<file path="config.mk">
export PLATFORM = sky130hd
export DESIGN_NAME = button_gesture_classifier
export DESIGN_NICKNAME = d
export VERILOG_FILES = /design/src/bgc_pkg.sv /design/src/bgc_core.sv /design/src/bgc_emit.sv /design/src/button_gesture_classifier.sv
export SDC_FILE = /design/constraint.sdc
export NUM_CORES = 1
export LEC_CHECK = 0
export ABC_AREA = 1
export BUFFER_PORTS_ARGS = -buffer_cell sky130_fd_sc_hd__buf_2
export CAP_MARGIN = 30
export CORE_MARGIN = 2
export CORE_UTILIZATION = 25
export CTS_CLUSTER_DIAMETER = 60
export DETAILED_ROUTE_END_ITERATION = 6
export HOLD_SLACK_MARGIN = 0.06
export REMOVE_ABC_BUFFERS = 1
export SYNTH_ARGS = -nofsm -noshare
export SYNTH_HDL_FRONTEND = slang
export SYNTH_HIERARCHICAL = 1
export SYNTH_SLANG_ARGS = --single-unit
</file>
<file path="constraint.sdc">
create_clock -name aclk -period 3.7 [get_ports aclk]
set_input_delay 0.185 -clock aclk [delete_from_list [all_inputs] [get_ports aclk]]
set_output_delay 0.185 -clock aclk [all_outputs]
set_load 0.005 [all_outputs]
</file>
<file path="src/bgc_pkg.sv">
// ----------------------------------------------------------------------------
// bgc_pkg
// Shared types, register indexes, event codes and constants for the button
// gesture classifier.
// ----------------------------------------------------------------------------
package bgc_pkg;

    localparam int HOLD_LEVELS = 4;
    localparam int LEVEL_TABLE = 4;
    localparam int HOLD_CNT    = (HOLD_LEVELS < LEVEL_TABLE) ? HOLD_LEVELS : LEVEL_TABLE;

    // event mask bit positions, in emission order
    localparam int EV_DOWN  = 0;
    localparam int EV_HOLD0 = 1;
    localparam int EV_LONG  = EV_HOLD0 + HOLD_CNT;
    localparam int EV_REL   = EV_LONG + 1;
    localparam int EV_SHORT = EV_REL + 1;
    localparam int EV_MULTI = EV_SHORT + 1;
    localparam int EV_NONE  = EV_MULTI + 1;
    localparam int EV_BITS  = EV_NONE + 1;

    // event kinds
    localparam logic [2:0] KIND_NONE     = 3'd0;
    localparam logic [2:0] KIND_DOWN     = 3'd1;
    localparam logic [2:0] KIND_HOLD     = 3'd2;
    localparam logic [2:0] KIND_LONG     = 3'd3;
    localparam logic [2:0] KIND_RELEASED = 3'd4;
    localparam logic [2:0] KIND_SHORT    = 3'd5;
    localparam logic [2:0] KIND_MULTI    = 3'd6;

    // configuration register indexes
    localparam logic [2:0] REG_POLARITY  = 3'd0;
    localparam logic [2:0] REG_DEBOUNCE  = 3'd1;
    localparam logic [2:0] REG_LONG      = 3'd2;
    localparam logic [2:0] REG_WINDOW    = 3'd3;
    localparam logic [2:0] REG_THRESHOLD = 3'd4;
    localparam logic [2:0] REG_POWER     = 3'd5;

    localparam logic [1:0] PM_SCREEN = 2'd1;
    localparam logic [1:0] PM_LOW    = 2'd2;

    localparam logic [15:0] LONG_DEFAULT   = 16'd3000;
    localparam logic [15:0] WINDOW_DEFAULT = 16'd800;
    localparam logic [7:0]  THRESH_DEFAULT = 8'd5;
    localparam logic [31:0] EDGE_BOOST     = 32'd5000;
    localparam logic [6:0]  PERIOD_ACTIVE  = 7'd20;
    localparam logic [6:0]  PERIOD_SCREEN  = 7'd50;
    localparam logic [6:0]  PERIOD_LOW     = 7'd100;

    typedef struct packed {
        logic        polarity_active_low;
        logic [7:0]  debounce_time;
        logic [15:0] long_press_time;
        logic [15:0] tap_window_time;
        logic [7:0]  tap_threshold;
        logic [1:0]  power_mode;
    } cfg_t;

    typedef struct packed {
        logic [EV_BITS-1:0] mask;
        logic [31:0]        held;
        logic [7:0]         taps;
        logic [6:0]         period;
    } evt_t;

    function automatic logic [31:0] level_ms(input int idx);
        logic [31:0] v;
        case (idx)
            0:       v = 32'd1000;
            1:       v = 32'd3000;
            2:       v = 32'd5000;
            3:       v = 32'd10000;
            default: v = 32'd0;
        endcase
        return v;
    endfunction

endpackage

</file>
<file path="src/bgc_core.sv">
// ----------------------------------------------------------------------------
// bgc_core
// Press tracking state and single-pass event evaluation of one sample.
// ----------------------------------------------------------------------------
module bgc_core (
    input  logic           aclk,
    input  logic           aresetn,
    input  logic           adv,
    input  logic           pin_level,
    input  logic [31:0]    time_now,
    input  bgc_pkg::cfg_t  cfg,
    output bgc_pkg::evt_t  evt
);
    import bgc_pkg::*;

    logic                was_pressed_reg, was_pressed_next;
    logic [31:0]         press_start_reg, press_start_next;
    logic                down_sent_reg, down_sent_next;
    logic                long_sent_reg, long_sent_next;
    logic [HOLD_CNT-1:0] hold_sent_reg, hold_sent_next;
    logic [7:0]          tap_count_reg, tap_count_next;
    logic [31:0]         first_tap_reg, first_tap_next;
    logic [31:0]         last_edge_reg, last_edge_next;

    always_comb begin
        logic                pressed;
        logic                press_edge;
        logic [31:0]         start;
        logic [31:0]         held;
        logic                dsent;
        logic                lsent;
        logic [HOLD_CNT-1:0] hsent;
        logic [15:0]         long_t;
        logic [15:0]         window;
        logic [7:0]          thresh;
        logic [7:0]          cnt_inc;
        logic [EV_BITS-1:0]  mask;
        logic                boost;

        pressed    = cfg.polarity_active_low ? !pin_level : pin_level;
        press_edge = pressed && !was_pressed_reg;
        start      = press_edge ? time_now : press_start_reg;
        held       = time_now - start;
        dsent      = press_edge ? 1'b0 : down_sent_reg;
        lsent      = press_edge ? 1'b0 : long_sent_reg;
        hsent      = press_edge ? '0 : hold_sent_reg;
        long_t     = (cfg.long_press_time == '0) ? LONG_DEFAULT : cfg.long_press_time;
        window     = (cfg.tap_window_time == '0) ? WINDOW_DEFAULT : cfg.tap_window_time;
        thresh     = (cfg.tap_threshold == '0) ? THRESH_DEFAULT : cfg.tap_threshold;
        cnt_inc    = (tap_count_reg == 8'hFF) ? tap_count_reg : tap_count_reg + 8'd1;
        mask       = '0;

        was_pressed_next = pressed;
        press_start_next = start;
        down_sent_next   = dsent;
        long_sent_next   = lsent;
        hold_sent_next   = hsent;
        tap_count_next   = tap_count_reg;
        first_tap_next   = first_tap_reg;
        last_edge_next   = press_edge ? time_now : last_edge_reg;

        if (pressed) begin
            if (!dsent && held >= {24'd0, cfg.debounce_time}) begin
                down_sent_next = 1'b1;
                mask[EV_DOWN]  = 1'b1;
            end
            for (int i = 0; i < HOLD_CNT; i++) begin
                if (!hsent[i] && held >= level_ms(i)) begin
                    hold_sent_next[i]  = 1'b1;
                    mask[EV_HOLD0 + i] = 1'b1;
                end
            end
            if (!lsent && held >= {16'd0, long_t}) begin
                long_sent_next = 1'b1;
                mask[EV_LONG]  = 1'b1;
            end
        end else if (was_pressed_reg) begin
            last_edge_next = time_now;
            if (held >= {24'd0, cfg.debounce_time}) begin
                mask[EV_REL] = 1'b1;
                if (!lsent) begin
                    mask[EV_SHORT] = 1'b1;
                    if (tap_count_reg == '0 ||
                        (time_now - first_tap_reg) > {16'd0, window}) begin
                        first_tap_next = time_now;
                        tap_count_next = 8'd1;
                    end else if (cnt_inc >= thresh) begin
                        mask[EV_MULTI] = 1'b1;
                        tap_count_next = '0;
                    end else begin
                        tap_count_next = cnt_inc;
                    end
                end
            end
        end

        if (mask == '0) begin
            mask[EV_NONE] = 1'b1;
        end

        // a release or press this sample puts the edge at now, so only idle
        // samples look at the stored edge time
        boost = pressed || was_pressed_reg || ((time_now - last_edge_reg) < EDGE_BOOST);

        evt.mask = mask;
        evt.held = held;
        evt.taps = cnt_inc;
        if (boost) begin
            evt.period = PERIOD_ACTIVE;
        end else if (cfg.power_mode == PM_SCREEN) begin
            evt.period = PERIOD_SCREEN;
        end else if (cfg.power_mode == PM_LOW) begin
            evt.period = PERIOD_LOW;
        end else begin
            evt.period = PERIOD_ACTIVE;
        end
    end

    always_ff @(posedge aclk) begin
        if (!aresetn) begin
            was_pressed_reg <= 1'b0;
            press_start_reg <= '0;
            down_sent_reg   <= 1'b0;
            long_sent_reg   <= 1'b0;
            hold_sent_reg   <= '0;
            tap_count_reg   <= '0;
            first_tap_reg   <= '0;
            last_edge_reg   <= '0;
        end else if (adv) begin
            was_pressed_reg <= was_pressed_next;
            press_start_reg <= press_start_next;
            down_sent_reg   <= down_sent_next;
            long_sent_reg   <= long_sent_next;
            hold_sent_reg   <= hold_sent_next;
            tap_count_reg   <= tap_count_next;
            first_tap_reg   <= first_tap_next;
            last_edge_reg   <= last_edge_next;
        end
    end

endmodule

</file>
<file path="src/bgc_emit.sv">
// ----------------------------------------------------------------------------
// bgc_emit
// Result register: holds the event set of one sample and sends its events
// one item per cycle while m_ready is high, lowest mask bit first.
// ----------------------------------------------------------------------------
module bgc_emit (
    input  logic           aclk,
    input  logic           aresetn,
    input  logic           load_valid,
    output logic           load_ready,
    input  bgc_pkg::evt_t  evt,
    output logic           m_valid,
    input  logic           m_ready,
    output logic [2:0]     m_event_kind,
    output logic [31:0]    m_event_value,
    output logic [6:0]     m_next_poll_period,
    output logic           m_last_of_run
);
    import bgc_pkg::*;

    logic               evt_valid_reg;
    logic [EV_BITS-1:0] mask_reg;
    logic [31:0]        held_reg;
    logic [7:0]         taps_reg;
    logic [6:0]         period_reg;

    logic [EV_BITS-1:0] first_bit;
    logic               last;
    logic               done;

    // isolate lowest set bit
    assign first_bit = mask_reg & (~mask_reg + EV_BITS'(1));
    assign last      = (mask_reg == first_bit);
    assign done      = evt_valid_reg && m_ready && last;
    assign load_ready = !evt_valid_reg || done;

    assign m_valid            = evt_valid_reg;
    assign m_last_of_run      = last;
    assign m_next_poll_period = period_reg;

    always_comb begin
        m_event_kind  = KIND_NONE;
        m_event_value = '0;
        if (first_bit[EV_DOWN]) begin
            m_event_kind = KIND_DOWN;
        end
        for (int i = 0; i < HOLD_CNT; i++) begin
            if (first_bit[EV_HOLD0 + i]) begin
                m_event_kind  = KIND_HOLD;
                m_event_value = level_ms(i);
            end
        end
        if (first_bit[EV_LONG]) begin
            m_event_kind  = KIND_LONG;
            m_event_value = held_reg;
        end
        if (first_bit[EV_REL]) begin
            m_event_kind  = KIND_RELEASED;
            m_event_value = held_reg;
        end
        if (first_bit[EV_SHORT]) begin
            m_event_kind  = KIND_SHORT;
            m_event_value = held_reg;
        end
        if (first_bit[EV_MULTI]) begin
            m_event_kind  = KIND_MULTI;
            m_event_value = {24'd0, taps_reg};
        end
    end

    always_ff @(posedge aclk) begin
        if (!aresetn) begin
            evt_valid_reg <= 1'b0;
            mask_reg      <= '0;
        end else if (load_valid && load_ready) begin
            evt_valid_reg <= 1'b1;
            mask_reg      <= evt.mask;
        end else if (done) begin
            evt_valid_reg <= 1'b0;
            mask_reg      <= '0;
        end else if (evt_valid_reg && m_ready) begin
            mask_reg <= mask_reg & ~first_bit;
        end
    end

    always_ff @(posedge aclk) begin
        if (load_valid && load_ready) begin
            held_reg   <= evt.held;
            taps_reg   <= evt.taps;
            period_reg <= evt.period;
        end
    end

`ifndef ASSERT_OFF
    a_mask_nonempty: assert property (@(posedge aclk) disable iff (!aresetn)
        evt_valid_reg |-> (mask_reg != '0))
        else $error("pending event set is empty");

    a_more_follows: assert property (@(posedge aclk) disable iff (!aresetn)
        (m_valid && m_ready && !m_last_of_run) |=> m_valid)
        else $error("run ended before its last item");

    a_none_alone: assert property (@(posedge aclk) disable iff (!aresetn)
        (m_valid && m_event_kind == KIND_NONE) |-> m_last_of_run)
        else $error("quiet item not alone in its run");

    a_load_after_last: assert property (@(posedge aclk) disable iff (!aresetn)
        (evt_valid_reg && !last) |-> !load_ready)
        else $error("new event set taken mid-run");
`endif

endmodule

</file>
<file path="src/button_gesture_classifier.sv">
// ----------------------------------------------------------------------------
// button_gesture_classifier
// Button debounce, hold level, long press and multi-tap classifier.
// ----------------------------------------------------------------------------
// Each accepted sample (pin level, millisecond timestamp) produces one to six
// result items, one per cycle while m_ready is high; the last carries
// m_last_of_run. A sample is held in the input register, is evaluated in a
// single pass that updates the press state, and its event set moves into the
// result register, which drains one item per cycle while m_ready is high.
// Samples with one result each can stream back to back; a sample with n
// results occupies the result register until all n (six at most) are taken,
// which sets the sustained rate. The first result is presented once the
// sample has moved from the input register into the result register. The
// configuration port is always ready; registers take the low bits of cfg_data.
// ----------------------------------------------------------------------------
module button_gesture_classifier (
    input  logic        aclk,
    input  logic        aresetn,
    input  logic        s_valid,
    output logic        s_ready,
    input  logic        s_pin_level,
    input  logic [31:0] s_time_now,
    output logic        m_valid,
    input  logic        m_ready,
    output logic [2:0]  m_event_kind,
    output logic [31:0] m_event_value,
    output logic [6:0]  m_next_poll_period,
    output logic        m_last_of_run,
    input  logic        cfg_valid,
    output logic        cfg_ready,
    input  logic [2:0]  cfg_index,
    input  logic [15:0] cfg_data
);
    import bgc_pkg::*;

    cfg_t        cfg_reg;
    logic        in_valid_reg;
    logic        pin_reg;
    logic [31:0] time_reg;
    logic        emit_ready;
    logic        adv;
    evt_t        evt;

    assign cfg_ready = 1'b1;
    assign adv       = in_valid_reg && emit_ready;
    assign s_ready   = !in_valid_reg || adv;

    always_ff @(posedge aclk) begin
        if (!aresetn) begin
            cfg_reg.polarity_active_low <= 1'b1;
            cfg_reg.debounce_time       <= 8'd30;
            cfg_reg.long_press_time     <= 16'd3000;
            cfg_reg.tap_window_time     <= 16'd800;
            cfg_reg.tap_threshold       <= 8'd5;
            cfg_reg.power_mode          <= 2'd0;
        end else if (cfg_valid) begin
            case (cfg_index)
                REG_POLARITY:  cfg_reg.polarity_active_low <= cfg_data[0];
                REG_DEBOUNCE:  cfg_reg.debounce_time       <= cfg_data[7:0];
                REG_LONG:      cfg_reg.long_press_time     <= cfg_data;
                REG_WINDOW:    cfg_reg.tap_window_time     <= cfg_data;
                REG_THRESHOLD: cfg_reg.tap_threshold       <= cfg_data[7:0];
                REG_POWER:     cfg_reg.power_mode          <= cfg_data[1:0];
                default: ;
            endcase
        end
    end

    always_ff @(posedge aclk) begin
        if (!aresetn) begin
            in_valid_reg <= 1'b0;
        end else if (s_ready) begin
            in_valid_reg <= s_valid;
        end
    end

    always_ff @(posedge aclk) begin
        if (s_valid && s_ready) begin
            pin_reg  <= s_pin_level;
            time_reg <= s_time_now;
        end
    end

    bgc_core u_core (
        .aclk      (aclk),
        .aresetn   (aresetn),
        .adv       (adv),
        .pin_level (pin_reg),
        .time_now  (time_reg),
        .cfg       (cfg_reg),
        .evt       (evt)
    );

    bgc_emit u_emit (
        .aclk               (aclk),
        .aresetn            (aresetn),
        .load_valid         (in_valid_reg),
        .load_ready         (emit_ready),
        .evt                (evt),
        .m_valid            (m_valid),
        .m_ready            (m_ready),
        .m_event_kind       (m_event_kind),
        .m_event_value      (m_event_value),
        .m_next_poll_period (m_next_poll_period),
        .m_last_of_run      (m_last_of_run)
    );

endmodule
</file>
Yosys cells after proc, flatten, opt, wreduce, memory -nomap -nowiden
Cells that the tools add are included.
- magnitude comparators: 9
- reduce and logical (&&, ||, !) cells: 43
- equal/unequal tests: 9
- add/sub/neg operators: 5
- mux-type cells: 65
- bitwise operators: 6
- operator list (operator ; number):
    2-to-1 mux 32 bit ; 12
    >= comparator 32 bit ; 4
    subtractor 32 bit ; 3
    2-to-1 mux 10 bit ; 4
    >= comparator 32 x 16 -> 1 bit ; 1
    >= comparator 32 x 8 -> 1 bit ; 1
    greater-than comparator 32 x 16 -> 1 bit ; 1
    zero test 16 bit ; 2
    < comparator 32 x 13 -> 1 bit, second input constant ; 1
    2-to-1 mux 16 bit ; 2
    2-to-1 mux 8 bit ; 4
    2-to-1 mux 1 bit ; 23
    bitwise AND 10 bit ; 2
    inverter 10 bit ; 2
    2-to-1 mux 3 bit ; 6
    zero test 8 bit ; 2
    2-to-1 mux 14 bit ; 1
    2-to-1 mux 13 bit ; 1
    2-to-1 mux 12 bit ; 1
    2-to-1 mux 2 bit ; 6
    2-to-1 mux 6 bit ; 2
    AND reduction 2 bit ; 6
    logical AND 1 bit ; 11
    adder 10 x 1 -> 10 bit, second input constant ; 1
    21 further kinds ; 38
- logic and storage cells: 160
- output and inout bits: 46
- register bits: 254
- input bits: 57

Logic depth before layout (Yosys ltp)
- depth in word-level cells: 12
- depth in mapped cells: 37
- depth with buffers taken out: 34

By module
Netlist, hierarchy kept.
- modules (own cells, without submodules) (module ; cells an instance ; sequential area each (um^2) ; instances ; area an instance (um^2)):
    bgc_core ; 2251 ; 2222.1 ; 1 ; 13319.0
    button_gesture_classifier ; 332 ; 2031.9 ; 1 ; 3066.7
    bgc_emit ; 262 ; 1631.6 ; 1 ; 2578.7

Worst setup path after synthesis
No wires, ideal clock.
- path type: flip-flop to flip-flop
- from: register pin_reg
- to: register u_emit.mask_reg[9]
- clock period less this slack: 4088 ps
- buffers on the path: 3
- library setup time: 56 ps
- cell stages (with the launch flop): 34
- slack: -388 ps
- arrival: 4033 ps
- data required time: 3644 ps
- path through: edfxtp_1 > inv_1 > nand2_2 > nand3_4 > buf_6 > clkbuf_1 > clkbuf_1 > o21ai_0 > ha_1 > inv_1 > ha_1 > inv_1 > nand2_1 > nand3_1 > nand3_2 > xor2_1 > ha_1 > nand2_1 > inv_1 > nand3_1 > nor3_1 > nor4_1 > nand3_1 > nor2_1 > nand3_1 > nand2_1 > nand2_1 > inv_1 > nand2_1 > nor2_1 > nand3_1 > nand3_1 > nand2_1 > inv_1
- RTL lines (item ; line ; source):
    from (decl) ; button_gesture_classifier.sv:38 ; logic pin_reg;
    from (signal assigned) ; button_gesture_classifier.sv:79 ; pin_reg <= s_pin_level;
    to (signal assigned) ; bgc_emit.sv:77 ; mask_reg <= evt.mask;
    to (signal assigned) ; bgc_emit.sv:82 ; mask_reg <= mask_reg & ~first_bit;
    to (decl) ; bgc_emit.sv:22 ; logic [EV_BITS-1:0] mask_reg;

Worst setup path after layout
- from: register pin_reg
- to: register u_core.first_tap_reg[22]
- cells in the longest elaborated chain, start to end: 7
- elaborated cells between the ends (all ways): 10
- classes of those cells: add/sub (1); order compare (1); mux (3); bitwise (2); reduce/logical (3)
- RTL lines (item ; line ; source):
    zero test 1 bit ; bgc_core.sv:40 ; pressed = cfg.polarity_active_low ? !pin_level : pin_level;
    2-to-1 mux 1 bit * ; bgc_core.sv:40 ;
    logical AND 1 bit ; bgc_core.sv:41 ; press_edge = pressed && !was_pressed_reg;
    2-to-1 mux 32 bit ; bgc_core.sv:42 ; start = press_edge ? time_now : press_start_reg;
    subtractor 32 bit ; bgc_core.sv:43 ; held = time_now - start;
    >= comparator 32 x 8 -> 1 bit ; bgc_core.sv:79 ; if (held >= {24'd0, cfg.debounce_time}) begin
    AND reduction 6 bit (no source line) * ; -- ;
    to (signal assigned) ; bgc_core.sv:136 ; first_tap_reg <= first_tap_next;
    to (decl) ; bgc_core.sv:22 ; logic [31:0] first_tap_reg, first_tap_next;
Mark *: on every way between the ends. The rest lies on a longest branch, timed or not.
A chain may end at the register's enable or synchronous reset.

==> results.yml <==
cts:
  clk_latency_ns: 0.57
  cts-root-buf: "clkbuf_16"
  clkTransAtPathRegs_ns: 0.06
  h-tree-depth: 2
  ctsLongestPathBuffers: 3
  cts_tree: "done"
  cts_made_buffers: 37
  cts.sinks: 254
yosys:
  ys_async_sr_fraction_pct: 0
  synth_ff_type: "dfxtp_1"
  syn_area_mm2: 0.01896
  synth_cell_types: 62
  synth-edff-count: 80
  syn_inst: 2845
  avgSynthCellArea_um2: 6.666
  yosys_register_bits: 254
  synth_warnings: 6
  synth-seq-area-share_pct: 31.04
die:
  num_rows: 100
  core_mm2: 0.07482
  die_w_um: 279.4
  fp.dieH_um: 279.4
  die_area_mm2: 0.07808
  ios: 103
  initial_core_util_pct: 25.35
placed_design:
  hpwl_um: 52630
  gp_congestion: 0.9617
  postPlaceCellArea_mm2: 0.02305
  portBuffers: 101
  dp.cells: 4185
global_route:
  grt_remaining_overflow: 0
  antenna_found_initial: 0
  grt_pass1_vias: 19290
  grt_first_pass_wirelength_um: 103200
  grt_max_degree: 70
  grt.total_usage_pct: 16.68
routing:
  avgRoutedWirePerCell_um: 15.99
  drc: 0
  routed_wl_um: 70370
  drt_iter0_drc: 1360
  antenna_left: 0
  vias: 20600
  via_per_inst: 4.681
  dr.pass1.iters: 6
final_layout:
  largest_reg_flops: 51
  nets: 3601
  mostFrequentLayoutCells: "nand2_1 (501), inv_1 (420), buf_4 (370)"
  areaGrowthSynthToFinish_pct: 49.10
  n_antenna_cell: 0
  fin_area_mm2: 0.02828
  fillers: 7662
  layout_commonest_cell: "nand2_1"
  layoutNonFillerInstCount: 4401
  drive_gt1_share_pct: 32.46
sta:
  maxSlewViolCount: 0
  clock_skew_ns: 0.03023
  hold_violations: 0
  rsz0062_at_grt: "true"
  worstMarginPinSlew_ns: 0.8015
  fin_crit_sh_pct: 109.7
  fin_crit_ns: 4.059
  timing.fmax_mhz: 246.4
  layout_setup_ws_ns: -0.3586
  timing.slew.headroom_pct: 46.56
  setup_viol: 50
worst_setup_path:
  crit_family: "simple AND/OR/NAND/NOR gates"
  critPathMaxStageDelay_ns: 0.41
  end_kind: "flip-flop"
  cp.arrival_ns: 4.51
  critPathLaunchType: "flip-flop"
  critical_path_class: "reg2reg"
  worst_path_most_repeated_cell: "nand2_2"
  crit_buf_inv: 9
  cp.required_ns: 4.15
  cp_max_fo: 8
  cpMaxStageDelayCell: "edfxtp_1"
outcome:
  status: "finished with violations"
  violations: "negative setup slack"
job:
  drv_cap: 0
power:
  powerDensity_mw_per_mm2: 406.3
  ir_drop_mv: 0.3088
  p_leak_nw: 12.95
worst_hold_path:
  hp-class: "in2reg"
cells by family after synthesis:
group / synth area share [%]
simple gates: 31.33
buf+inv: 11.84
xor+xnor: 2.672
compound gates: 13.81
other cells: 0.03960
fa+ha+maj: 9.276
flops: 31.04
worst paths after layout:
check	from	endpoint	slack, ns	cells past startpoint
max	pin_reg	u_core/first_tap_reg[22]	-0.36	27
min	cfg_valid	cfg_reg[1]	0.08	5
max reg2reg	pin_reg	u_core/first_tap_reg[22]	-0.36	27
min reg2reg	u_core/last_edge_reg[3]	u_core/last_edge_reg[3]	0.46	2
routing by layer:
metal | global-route usage [%] | up-vias | routed length (um)
met3 | 2.110 | 127 | 3386
met2 | 28.55 | 483 | 33770
li1 | - | 10360 | -
met1 | 21.81 | 9631 | 31050
met4 | 5.087 | 0 | 2156
met5 | 0 | - | 0
area by class of cell:
type                       instances  area [um2]  area share (%)
sequential                       254        5887           20.82
clock buffer                      45        1027           3.633
timing repair buffer             589        4872           17.23
multi-input combinational       2019       13160           46.53
clock inverter                    22       198.9          0.7036
inverter                         503        1921           6.792
tap                              969        1212           4.288
tightest hold or removal path: cells and delay by family:
kind,cells,cell delay (ns)
and+or+nand+nor,4,0.32
buffers and inverters,1,0.11
stage by stage:
step	TNS, ns	util, %	power (mW)	hold slack (ns)	setup WS [ns]
5_1_grt	-20.40	37.79	12.16	0.1307	-0.6294
2_1_floorplan	-66.79	-	5.278	0.2692	-1.590
4_1_cts	-6.119	34.36	10.77	0.06132	-0.1724
3_3_place_gp	-15.24	30.79	6.867	0.3640	-0.3746
6_report	-13.43	37.79	11.49	0.08172	-0.3586
3_5_place_dp	-17.30	30.81	6.889	0.3654	-0.4392
synth_stat cells (all sizes together), types with 2 or more instances:
library cell,instances,share of area (%)
o2111ai,4,0.18
nor3,23,0.63
and3,2,0.066
ha,139,9.2
nand3,196,6.0
or2,3,0.099
o21ai,179,4.7
o211ai,25,1.0
nor4,15,0.49
o221ai,2,0.092
clkbuf,44,0.87
nor3b,2,0.079
nand3b,7,0.28
a21boi,8,0.34
a211oi,5,0.20
nor2,377,8.0
nand2,643,13
inv,499,9.9
o21a,9,0.36
edfxtp,80,13
xnor2,17,0.79
a31oi,15,0.49
dfxtp,174,18
a21o,5,0.20
conb,2,0.040
nand4,74,2.5
xor2,40,1.9
o21bai,7,0.28
a21oi,205,5.6
o22ai,3,0.099
clkinv,4,0.15
buf,28,0.95
power breakdown:
part           leakage, nW  internal (mW)  total (mW)  switching (mW)
Combinational         10.2           2.10        4.71            2.61
Sequential            2.17           3.10        3.21           0.118
Clock                0.603           2.10        3.57            1.47
Total                 12.9           7.29        11.5            4.20
repair_timing:
item | 4_1_cts | 5_1_grt
pin swaps | 50 | 213
hold buffers | 53 | 0
hold endpoints to repair | 79 | 0
gates resized for setup | 127 | 488
cloned | 3 | 13
setup buffers | 39 | 51
endpoints found under the setup margin | 53 | 59
Power figures use the tool's default switching activity.
